$ cat src/hw/rtl/tsp_pkg.sv
// ----------------------------------------------------------------------------
// Threshold peak statistics package
// Shared widths, request and result types for the peak statistics block.
// ----------------------------------------------------------------------------
package tsp_pkg;

	localparam int SAMPLE_W    = 24;
	localparam int COUNT_W     = 32;
	localparam int ACC_W       = 56;
	localparam int QUEUE_DEPTH = 4;
	localparam int QPTR_W      = $clog2(QUEUE_DEPTH);
	localparam int QCNT_W      = $clog2(QUEUE_DEPTH + 1);

	typedef struct packed {
		logic signed [SAMPLE_W-1:0] injection;
		logic signed [SAMPLE_W-1:0] dissipation;
		logic                       last;
	} in_item_t;

	typedef struct packed {
		logic        [COUNT_W-1:0] sample_count;
		logic        [COUNT_W-1:0] peak_count;
		logic signed [ACC_W-1:0]   injection_sum;
		logic signed [ACC_W-1:0]   dissipation_sum;
		logic signed [ACC_W-1:0]   peak_max_sum;
		logic        [COUNT_W-1:0] peak_length_sum;
		logic        [COUNT_W-1:0] peak_gap_sum;
		logic                      still_in_peak;
	} out_item_t;

	typedef struct packed {
		in_item_t item;
		logic     above;
		logic     below;
	} q_entry_t;

	typedef struct packed {
		logic full;
		logic empty;
	} q_status_t;

endpackage

$ cat src/hw/rtl/tsp_front.sv
// ----------------------------------------------------------------------------
// Threshold peak statistics front end
// Holds the threshold register, accepts requests and classifies each sample
// against the threshold before it enters the queue.
// ----------------------------------------------------------------------------
module tsp_front (
	input  logic                            clk,
	input  logic                            arst_n,
	input  logic                            cfg_wr_en,
	input  logic signed [tsp_pkg::SAMPLE_W-1:0] cfg_wr_data,
	input  logic                            in_valid,
	output logic                            in_stall,
	input  tsp_pkg::in_item_t               in_data,
	input  tsp_pkg::q_status_t              q_status,
	output logic                            push,
	output tsp_pkg::q_entry_t               push_data
);
	import tsp_pkg::*;

	logic signed [SAMPLE_W-1:0] threshold_q;

	always_ff @(posedge clk or negedge arst_n) begin
		if (!arst_n) begin
			threshold_q <= '0;
		end else if (cfg_wr_en) begin
			threshold_q <= cfg_wr_data;
		end
	end

	assign in_stall        = q_status.full;
	assign push            = in_valid && !q_status.full;
	assign push_data.item  = in_data;
	assign push_data.above = in_data.dissipation > threshold_q;
	assign push_data.below = in_data.dissipation < threshold_q;

endmodule

$ cat src/hw/rtl/tsp_queue.sv
// ----------------------------------------------------------------------------
// Threshold peak statistics queue
// Short first-in first-out queue of classified requests between the front
// end and the statistics back end.
// ----------------------------------------------------------------------------
module tsp_queue (
	input  logic               clk,
	input  logic               arst_n,
	input  logic               push,
	input  tsp_pkg::q_entry_t  push_data,
	input  logic               pop,
	output tsp_pkg::q_entry_t  head,
	output tsp_pkg::q_status_t status
);
	import tsp_pkg::*;

	q_entry_t            mem_q [QUEUE_DEPTH];
	logic [QPTR_W-1:0]   wr_ptr_q;
	logic [QPTR_W-1:0]   rd_ptr_q;
	logic [QCNT_W-1:0]   count_q;

	always_ff @(posedge clk) begin
		if (push) begin
			mem_q[wr_ptr_q] <= push_data;
		end
	end

	always_ff @(posedge clk or negedge arst_n) begin
		if (!arst_n) begin
			wr_ptr_q <= '0;
			rd_ptr_q <= '0;
			count_q  <= '0;
		end else begin
			if (push) begin
				wr_ptr_q <= wr_ptr_q + QPTR_W'(1);
			end
			if (pop) begin
				rd_ptr_q <= rd_ptr_q + QPTR_W'(1);
			end
			if (push && !pop) begin
				count_q <= count_q + QCNT_W'(1);
			end else if (pop && !push) begin
				count_q <= count_q - QCNT_W'(1);
			end
		end
	end

	assign head         = mem_q[rd_ptr_q];
	assign status.full  = count_q == QCNT_W'(QUEUE_DEPTH);
	assign status.empty = count_q == '0;

endmodule

$ cat src/hw/rtl/tsp_back.sv
// ----------------------------------------------------------------------------
// Threshold peak statistics back end
// Tracks peaks, accumulates the record statistics and holds the result in an
// output register until the receiver takes it.
// ----------------------------------------------------------------------------
module tsp_back (
	input  logic               clk,
	input  logic               arst_n,
	input  tsp_pkg::q_entry_t  head,
	input  tsp_pkg::q_status_t q_status,
	output logic               pop,
	output logic               out_valid,
	input  logic               out_stall,
	output tsp_pkg::out_item_t out_data
);
	import tsp_pkg::*;

	logic                       in_peak_q;
	logic [COUNT_W-1:0]         sample_idx_q;
	logic [COUNT_W-1:0]         start_idx_q;
	logic [COUNT_W-1:0]         end_idx_q;
	logic signed [SAMPLE_W-1:0] run_max_q;
	logic [COUNT_W-1:0]         peak_cnt_q;
	logic [ACC_W-1:0]           inj_acc_q;
	logic [ACC_W-1:0]           dis_acc_q;
	logic [ACC_W-1:0]           max_acc_q;
	logic [COUNT_W-1:0]         len_acc_q;
	logic [COUNT_W-1:0]         gap_acc_q;
	logic                       out_valid_q;
	out_item_t                  out_q;

	logic                       in_peak_d;
	logic [COUNT_W-1:0]         start_idx_d;
	logic [COUNT_W-1:0]         end_idx_d;
	logic signed [SAMPLE_W-1:0] run_max_d;
	logic [COUNT_W-1:0]         peak_cnt_d;
	logic [ACC_W-1:0]           inj_acc_d;
	logic [ACC_W-1:0]           dis_acc_d;
	logic [ACC_W-1:0]           max_acc_d;
	logic [COUNT_W-1:0]         len_acc_d;
	logic [COUNT_W-1:0]         gap_acc_d;
	logic [COUNT_W-1:0]         sample_idx_d;
	logic                       out_free;
	logic signed [SAMPLE_W-1:0] dis;

	assign out_free = !out_valid_q || !out_stall;
	assign pop      = !q_status.empty && (!head.item.last || out_free);
	assign dis      = head.item.dissipation;

	always_comb begin
		in_peak_d    = in_peak_q;
		start_idx_d  = start_idx_q;
		end_idx_d    = end_idx_q;
		run_max_d    = run_max_q;
		peak_cnt_d   = peak_cnt_q;
		max_acc_d    = max_acc_q;
		len_acc_d    = len_acc_q;
		gap_acc_d    = gap_acc_q;
		sample_idx_d = sample_idx_q + COUNT_W'(1);
		inj_acc_d    = inj_acc_q + {{(ACC_W-SAMPLE_W){head.item.injection[SAMPLE_W-1]}},
			head.item.injection};
		dis_acc_d    = dis_acc_q + {{(ACC_W-SAMPLE_W){dis[SAMPLE_W-1]}}, dis};
		if (head.above) begin
			if (!in_peak_q) begin
				in_peak_d   = 1'b1;
				peak_cnt_d  = peak_cnt_q + COUNT_W'(1);
				start_idx_d = sample_idx_q;
				run_max_d   = dis;
				gap_acc_d   = gap_acc_q + (sample_idx_q - end_idx_q);
			end else if (dis > run_max_q) begin
				run_max_d = dis;
			end
		end
		if (head.below && in_peak_q) begin
			in_peak_d = 1'b0;
			end_idx_d = sample_idx_q;
			len_acc_d = len_acc_q + (sample_idx_q - start_idx_q);
			max_acc_d = max_acc_q + {{(ACC_W-SAMPLE_W){run_max_q[SAMPLE_W-1]}}, run_max_q};
		end
	end

	always_ff @(posedge clk or negedge arst_n) begin
		if (!arst_n) begin
			in_peak_q    <= 1'b0;
			sample_idx_q <= '0;
			start_idx_q  <= '0;
			end_idx_q    <= '0;
			run_max_q    <= '0;
			peak_cnt_q   <= '0;
			inj_acc_q    <= '0;
			dis_acc_q    <= '0;
			max_acc_q    <= '0;
			len_acc_q    <= '0;
			gap_acc_q    <= '0;
			out_valid_q  <= 1'b0;
		end else begin
			if (pop && head.item.last) begin
				out_valid_q <= 1'b1;
			end else if (out_valid_q && !out_stall) begin
				out_valid_q <= 1'b0;
			end
			if (pop) begin
				if (head.item.last) begin
					in_peak_q    <= 1'b0;
					sample_idx_q <= '0;
					start_idx_q  <= '0;
					end_idx_q    <= '0;
					run_max_q    <= '0;
					peak_cnt_q   <= '0;
					inj_acc_q    <= '0;
					dis_acc_q    <= '0;
					max_acc_q    <= '0;
					len_acc_q    <= '0;
					gap_acc_q    <= '0;
				end else begin
					in_peak_q    <= in_peak_d;
					sample_idx_q <= sample_idx_d;
					start_idx_q  <= start_idx_d;
					end_idx_q    <= end_idx_d;
					run_max_q    <= run_max_d;
					peak_cnt_q   <= peak_cnt_d;
					inj_acc_q    <= inj_acc_d;
					dis_acc_q    <= dis_acc_d;
					max_acc_q    <= max_acc_d;
					len_acc_q    <= len_acc_d;
					gap_acc_q    <= gap_acc_d;
				end
			end
		end
	end

	always_ff @(posedge clk) begin
		if (pop && head.item.last) begin
			out_q.sample_count    <= sample_idx_d;
			out_q.peak_count      <= peak_cnt_d;
			out_q.injection_sum   <= inj_acc_d;
			out_q.dissipation_sum <= dis_acc_d;
			out_q.peak_max_sum    <= max_acc_d;
			out_q.peak_length_sum <= len_acc_d;
			out_q.peak_gap_sum    <= gap_acc_d;
			out_q.still_in_peak   <= in_peak_d;
		end
	end

	assign out_valid = out_valid_q;
	assign out_data  = out_q;

endmodule

$ cat src/hw/rtl/threshold_peak_statistics.sv
// ----------------------------------------------------------------------------
// Threshold peak statistics
// Usage: each input request carries an injection and a dissipation sample in
// signed Q11.12 and a last flag. A peak opens when dissipation rises above the
// threshold register and closes when it falls strictly below it. On a request
// with last set, one result with the record totals is issued and all
// statistics are cleared; the threshold is kept.
// Channels use valid and stall; a request moves on a rising edge with valid
// high and stall low. The threshold is written through cfg_wr_en and
// cfg_wr_data; the user must write it only while the block is idle, as the
// block itself does not enforce this.
// out_valid rises once the last request has passed the queue and the output
// register, later while an earlier result is still held in that register.
// One request per cycle enters while the queue is not full.
// A four-entry queue separates the classifying front end from the back end.
// When the receiver stalls, the result is held and requests keep flowing until
// a further last request reaches the head of the queue and the queue fills.
// Reset clears the threshold, the queue and all statistics.
// ----------------------------------------------------------------------------
module threshold_peak_statistics (
	input  logic                                clk,
	input  logic                                arst_n,
	input  logic                                cfg_wr_en,
	input  logic signed [tsp_pkg::SAMPLE_W-1:0] cfg_wr_data,
	input  logic                                in_valid,
	output logic                                in_stall,
	input  tsp_pkg::in_item_t                   in_data,
	output logic                                out_valid,
	input  logic                                out_stall,
	output tsp_pkg::out_item_t                  out_data
);
	import tsp_pkg::*;

	q_status_t q_status;
	q_entry_t  push_data;
	q_entry_t  head;
	logic      push;
	logic      pop;

	tsp_front u_front (
		.clk        (clk),
		.arst_n     (arst_n),
		.cfg_wr_en  (cfg_wr_en),
		.cfg_wr_data(cfg_wr_data),
		.in_valid   (in_valid),
		.in_stall   (in_stall),
		.in_data    (in_data),
		.q_status   (q_status),
		.push       (push),
		.push_data  (push_data)
	);

	tsp_queue u_queue (
		.clk      (clk),
		.arst_n   (arst_n),
		.push     (push),
		.push_data(push_data),
		.pop      (pop),
		.head     (head),
		.status   (q_status)
	);

	tsp_back u_back (
		.clk      (clk),
		.arst_n   (arst_n),
		.head     (head),
		.q_status (q_status),
		.pop      (pop),
		.out_valid(out_valid),
		.out_stall(out_stall),
		.out_data (out_data)
	);

endmodule

$ cat config.mk
export PLATFORM = sky130hd
export DESIGN_NAME = threshold_peak_statistics
export DESIGN_NICKNAME = d
export VERILOG_FILES = /design/src/hw/rtl/tsp_pkg.sv /design/src/hw/rtl/tsp_front.sv /design/src/hw/rtl/tsp_queue.sv /design/src/hw/rtl/tsp_back.sv /design/src/hw/rtl/threshold_peak_statistics.sv
export SDC_FILE = /design/constraint.sdc
export NUM_CORES = 2
export LEC_CHECK = 0
export BUFFER_PORTS_ARGS = -buffer_cell sky130_fd_sc_hd__buf_2
export CAP_MARGIN = 20
export CORE_MARGIN = 2
export CORE_UTILIZATION = 30
export DETAILED_ROUTE_END_ITERATION = 12
export GPL_ROUTABILITY_DRIVEN = 1
export GPL_TIMING_DRIVEN = 0
export SLEW_MARGIN = 20
export SYNTH_ARGS = -nofsm -noshare
export SYNTH_HDL_FRONTEND = slang
export SYNTH_SLANG_ARGS = --single-unit
$ cat constraint.sdc
create_clock -name clk -period 17.05 [get_ports clk]
set_input_delay 1.705 -clock clk [delete_from_list [all_inputs] [get_ports clk]]
set_output_delay 1.705 -clock clk [all_outputs]
set_load 0.05 [all_outputs]
======== Word level (Yosys, flattened, before mapping) ========
Memories as Yosys holds them, arrays and structs flattened.
Index checks and enable logic that the tools add are counted.
storage, ports and cells
  bits in registers ....................... 714
  RAM bits ................................ 204
  input bits .............................. 78
  logic and storage cells ................. 99
  memories kept ........................... 1
memories
  name           words  bits a word  read ports  clocked after Yosys merged registers in  wr ports  line             source
  u_queue.mem_q  4      51           1           0                                        1         tsp_queue.sv:17  q_entry_t mem_q [QUEUE_DEPTH];
cells by class
  add/subtract/negate cells ............... 13
  magnitude comparators ................... 3
  equal/unequal tests ..................... 3
  muxes and demuxes ....................... 31
  reductions and logical operators ........ 24
operator list
  operator                                                            number
  32-bit 2-to-1 mux                                                   14
  56-bit 2-to-1 mux                                                   4
  56-bit adder                                                        3
  24-bit 2-to-1 mux                                                   4
  32-bit by 1-bit adder with 32-bit output, second input constant     2
  32-bit adder                                                        2
  32-bit subtractor                                                   2
  24-bit > comparator                                                 2
  24-bit less-than comparator                                         1
  2-bit nonzero test                                                  4
  1-bit logical AND                                                   7
  1-bit logical NOT                                                   7
  1-bit 2-to-1 mux                                                    7
  3-bit 2-to-1 mux                                                    2
  3-bit AND reduction                                                 2
  2-bit by 1-bit adder with 2-bit output, second input constant       2
  3-bit by 1-bit adder with 3-bit output, second input constant       1
  3-bit == test, second input constant                                1
  3-bit logical NOT                                                   1
  3-bit by 2-bit != test with 1-bit output, second input constant     1
  3-bit by 1-bit subtractor with 3-bit output, second input constant  1
  1-bit logical OR                                                    2
  2-bit by 1-bit != test with 1-bit output, second input constant     1
  2-bit AND reduction                                                 1

======== Logic depth before layout (Yosys ltp) ========
  depth in word-level cells ............... 7
  depth in mapped cells ................... 17

======== Cells and area by module ========
A second synthesis with hierarchy kept.
second synthesis, totals
  cells, all modules ...................... 4621
  area total of the unflattened synthesis .. 50309.5 um^2
modules (own cells, without submodules)
  module     times used  cells an instance  area an instance (um^2)  sequential area each (um^2)
  tsp_back   1           4104               40636.5                  18577.8
  tsp_queue  1           301                7816.2                   6301.0
  tsp_front  1           216                1856.8                   600.6

======== Least setup slack after synthesis ========
OpenSTA, ideal clock, no wires.
  path kind ............................... in2reg
  from .................................... input out_stall
  to ...................................... register u_back.out_q (netlist bit u_back.out_data[0]) (enable)
  setup time .............................. 963 ps
  arrival time ............................ 14835 ps
  slack ................................... 1253 ps
  stages on the path ...................... 5
  buffers on the path ..................... 2
  path through ............................ a31oi_2 -> inv_2 -> clkbuf_1 -> clkbuf_1 -> nor2_1
on the way
  longest elaborated chain between the ends .. 5
RTL lines
  element             line                             source
  start: declaration  threshold_peak_statistics.sv:29  input logic out_stall,
  1-bit logical NOT   tsp_back.sv:46                   assign out_free = !out_valid_q || !out_stall;
  1-bit logical OR    tsp_back.sv:46
  1-bit logical OR    tsp_back.sv:47                   assign pop = !q_status.empty && (!head.item.last || out_free);
  1-bit logical AND   tsp_back.sv:47
  1-bit logical AND   tsp_back.sv:133                  if (pop && head.item.last) begin
  end: declaration    tsp_back.sv:30                   out_item_t out_q;
Every way passes these cells.
A chain may end at the register's enable or synchronous reset.

======== Final worst setup path ========
  from .................................... register u_queue.rd_ptr_q[0]
  to ...................................... register u_back.out_q (netlist bit u_back.out_data[222]), data pin
on the way
  longest elaborated chain between the ends .. 2
RTL lines
  element                         line             source
  start: declaration              tsp_queue.sv:19  logic [QPTR_W-1:0] rd_ptr_q;
  start signal: assignment        tsp_queue.sv:38  rd_ptr_q <= rd_ptr_q + QPTR_W'(1);
  memory 4 x 51 bit               n/a
  56-bit adder                    tsp_back.sv:60   inj_acc_d = inj_acc_q + {{(ACC_W-SAMPLE_W){head.item.injection[SAMPLE_W-1]}},
  named net u_back.inj_acc_d[45]  tsp_back.sv:37   logic [ACC_W-1:0] inj_acc_d;
The timed path passes the listed nets, and every way through them passes these cells.

==> qor.txt <==
========================================================================================
CP Launch Type                                                                  register
Fmax achieved                                                                    148 MHz
Warning count from the yosys run                                                       0
ANT nets after route                                                                   0
CTS Buf Count                                                                        108
Number of non-filler instances in the completed layout                              7334
Final clock skew                                                               0.0571 ns
Number of synthesized register bits                                                  918
Number of fill cells in the layout                                                 16.5k
Destination of the worst register-to-register timing path                   u_back.out_data[222]
Synthesized-area fraction occupied by and/or/nand/nor cells                       0.0934
Asr flop ratio synth                                                               0.454
Count of buffers added by post-CTS timing repair for setup                             0
Overall die width                                                                 412 um
Net count after synthesis                                                           4960
Final critical delay including setup and external delays                         6.76 ns
Worst Path Max Fanout                                                                 10
Unrepaired setup endpoints after global routing                                       no
HPWL after detailed placement                                                  117000 um
Arrival time at the worst endpoint                                               7.27 ns
Gates resized, CTS repair                                                              0
Violations in the final reports                                                      DRC
Top-Level Pins                                                                       377
Setup Total Neg Slack                                                               0 ns
Adder-cell area share of the yosys netlist                                        0.0976
Placeable core region                                                        0.165 sq mm
Layout overhead on the synthesized area                                            18.2%
Clk sinks                                                                            918
GP Congestion                                                                      0.902
Total routing resource utilization after global routing                            0.178
Total die area                                                               0.170 sq mm
Cells taking the most area after synthesis                                  edfxtp_1 (30%), dfrtp_1 (21%), ha_1 (7.1%)
Highest cell delay on the worst timing path                                      0.74 ns
Clock latency at the later pin of the worst-skew pair                            0.78 ns
Sequential element share of the synthesized area                                   0.510
Post-synthesis area per instance                                              11.0 sq um
Number of max-capacitance violations reported                                          0
Largest net degree at the start of global routing                                     81
Fraction of post-synthesis cell area in the top cell type by area                  0.301
Remaining max-slew budget at the tightest pin                                      0.240
Root Driver                                                                    clkbuf_16
Residual DRC                                                                           2
Worst setup path category                                                     reg -> reg
Setup slack of the most critical reg-to-reg path                                10.29 ns
Count of pins over their slew limit                                                    0
Number of buffers inserted for hold repair after clock tree synthesis                  0
Top FF cell, synth                                                              edfxtp_1
First-pass GRT wire length                                                     228000 um
Number of global-route vias before repair                                          36.4k
Final #Nets                                                                         5472
Number of library cell types mapped by synthesis                                      84
Worst hold endpoint                                                         u_back.sample_idx_q[28]
Detailed-route vias per instance                                                    5.05
Cell Chain, Critical Path                                                   buf_1 > buf_2 > buf_2 > buf_1 > mux4_2 > ha_1 > o21a_1 > o21a_1 > a21oi_1 > o21ai_1 > a211oi_1 > o211ai_1 > o22ai_1 > o31ai_1 > xor2_1
Starting DRT DRC Count                                                              2607
Endpoint required time on the critical path                                     17.56 ns
Crit. path cell count                                                                 15
Maximum count of clock buffers along a single path                                     3
Post-synth EDFFs                                                                     501
Proportion of synthesized area in mux cells                                       0.0393
Actual slew at the worst max-slew pin                                            1.13 ns
Summed instance area of the synthesized netlist                             0.0500 sq mm
Initial standard-cell utilization of the core                                      0.303
TritonRoute pass-1 iters                                                              10
Global route total overflow                                                            0
Worst reg2reg startpoint                                                    u_queue.rd_ptr_q[0]
Clock transition at the registers of the reported paths                          0.07 ns
Finish-stage setup viols                                                               0
Most numerous cell types in the synthesized netlist                         edfxtp_1 (501), nand2_1 (501), dfrtp_1 (417)
Total routed wirelength                                                        154000 um
Number of cells after detailed placement                                            7123
Portion of the clock cycle consumed by the worst path in the final layout          0.397
Classification of the worst-slack hold path                                   reg -> reg
Fraction of layout cells with a size suffix above 1                                0.142
Number of antenna violations at the first check in global routing                     17
Post-synthesis compound-gate area fraction                                         0.170
Combinational family with the most area after synthesis                     compound AO/OA/AOI/OAI gates
FP Rows                                                                              149
Buffers plus inverters on the worst setup path                                         4
Max H-tree Level                                                                       3
Largest area contributor in the netlist                                         edfxtp_1
Number of cells traversed by the worst register-to-register path                      15
Hold Path Cell Cnt                                                                     1
Max stage delay cell, worst path                                                a211oi_1
Outcome                                                                     finished, violations left
Share of the synthesized netlist area taken by xor and xnor gates                 0.0484
Cells after synthesis                                                               4532
WL per Instance                                                                  21.0 um
Final Hold Fails                                                                       0
Kind of capture point of the worst setup path                                   register
Clock tree from TritonCTS                                                          built
Hold path startpoint                                                        u_back.sample_idx_q[28]
Cell type group with the largest total delay on the critical path           compound AO/OA/AOI/OAI gates
Height of the die                                                                 412 um
Count of vias placed by the detailed router                                        37.0k
Count of input and output buffers                                                    375
========================================================================================
layer usage:
metal  vias to the layer above  global-route usage  routed length, um
met5                         -                   0                 22
met4                         4              0.0692               5390
met3                       227              0.0395              11000
met2                      1121               0.281              69300
met1                     18100               0.238              68400
li1                      17600                   -                  -
state kept, by name (all words and copies together) (netlist names), 56 cells and up:
register	cells
u_back.dis_acc_q	56
u_back.inj_acc_q	56
u_back.max_acc_q	56
u_back.out_data	297
u_queue.mem_q	204
worst reg2reg max path: cells and delay by family (launching register included):
kind | cells | cell delay, ns
compound gates | 8 | 2.56
buf+inv | 4 | 2.15
mux | 1 | 0.60
flops | 1 | 0.44
xor+xnor | 1 | 0.42
fa+ha+maj | 1 | 0.34
worst max-delay path by stage:
stage / end / from
floorplan: u_back.out_data[0] / out_stall
global placement: u_back.out_data[29] / u_queue.rd_ptr_q[1]
detailed placement: u_back.inj_acc_q[45] / u_queue.rd_ptr_q[0]
CTS: u_back.out_data[222] / u_queue.rd_ptr_q[0]
global route: u_back.inj_acc_q[53] / u_queue.rd_ptr_q[0]
finish: u_back.out_data[222] / u_queue.rd_ptr_q[0]
cell type report:
class,instances,area [sq um],area share
flip-flops and latches,918,25500,0.431
repair buffers,402,2470,0.0418
diodes,5,12.5,0.000212
well taps,2189,2740,0.0464
plain buffers,213,825,0.0140
clock inverters,72,931,0.0158
multi-input cells,3065,22400,0.380
clock buffers,134,2900,0.0490
inverters,336,1260,0.0214
logic make-up after synthesis:
| group | after synthesis |
|---|---|
| and+or+nand+nor | 1019 |
| xor gates and xnor gates | 276 |
| AOI/OAI and AO/OA | 1290 |
| muxes | 130 |
| buffers and inverters | 549 |
| DFF | 918 |
| adders and majority gates | 350 |
cell usage in the layout, fill, tap and decap left out, drive strengths merged, types with 31 or more instances in the layout:
cell    netlist  routed
nand2       502     502
edfxtp      501     501
buf          26     428
dfrtp       417     417
o21ai       366     366
inv         334     343
clkbuf      187     321
ha          284     284
a21oi       258     258
a22o        205     205
xnor2       176     176
nor2        155     155
a21o        140     140
xor2        100     100
nand4        78      78
o31ai        72      72
fa           66      66
nand3        65      65
mux2         51      51
mux4         48      48
o21bai       41      41
clkinv        2      41
nor3         40      40
and3         38      38
o21a         34      34
a31oi        34      34
nor2b        33      33
mux2i        31      31
a211oi       31      31
stage by stage:
stage,setup slack [ns],utilization,hold slack (ns),area (sq um)
3_5_place_dp,10.24,0.334,0.469,55200
2_1_floorplan,1.25,-,0.444,50000
6_report,10.29,0.358,0.483,59100
4_1_cts,10.19,0.357,0.481,59000
5_1_grt,9.81,0.357,0.503,59000
3_3_place_gp,-8.36,0.330,0.463,54600
Power is not shown: default switching activity piles up to over one toggle a cycle in this logic, so the estimate is an artifact.
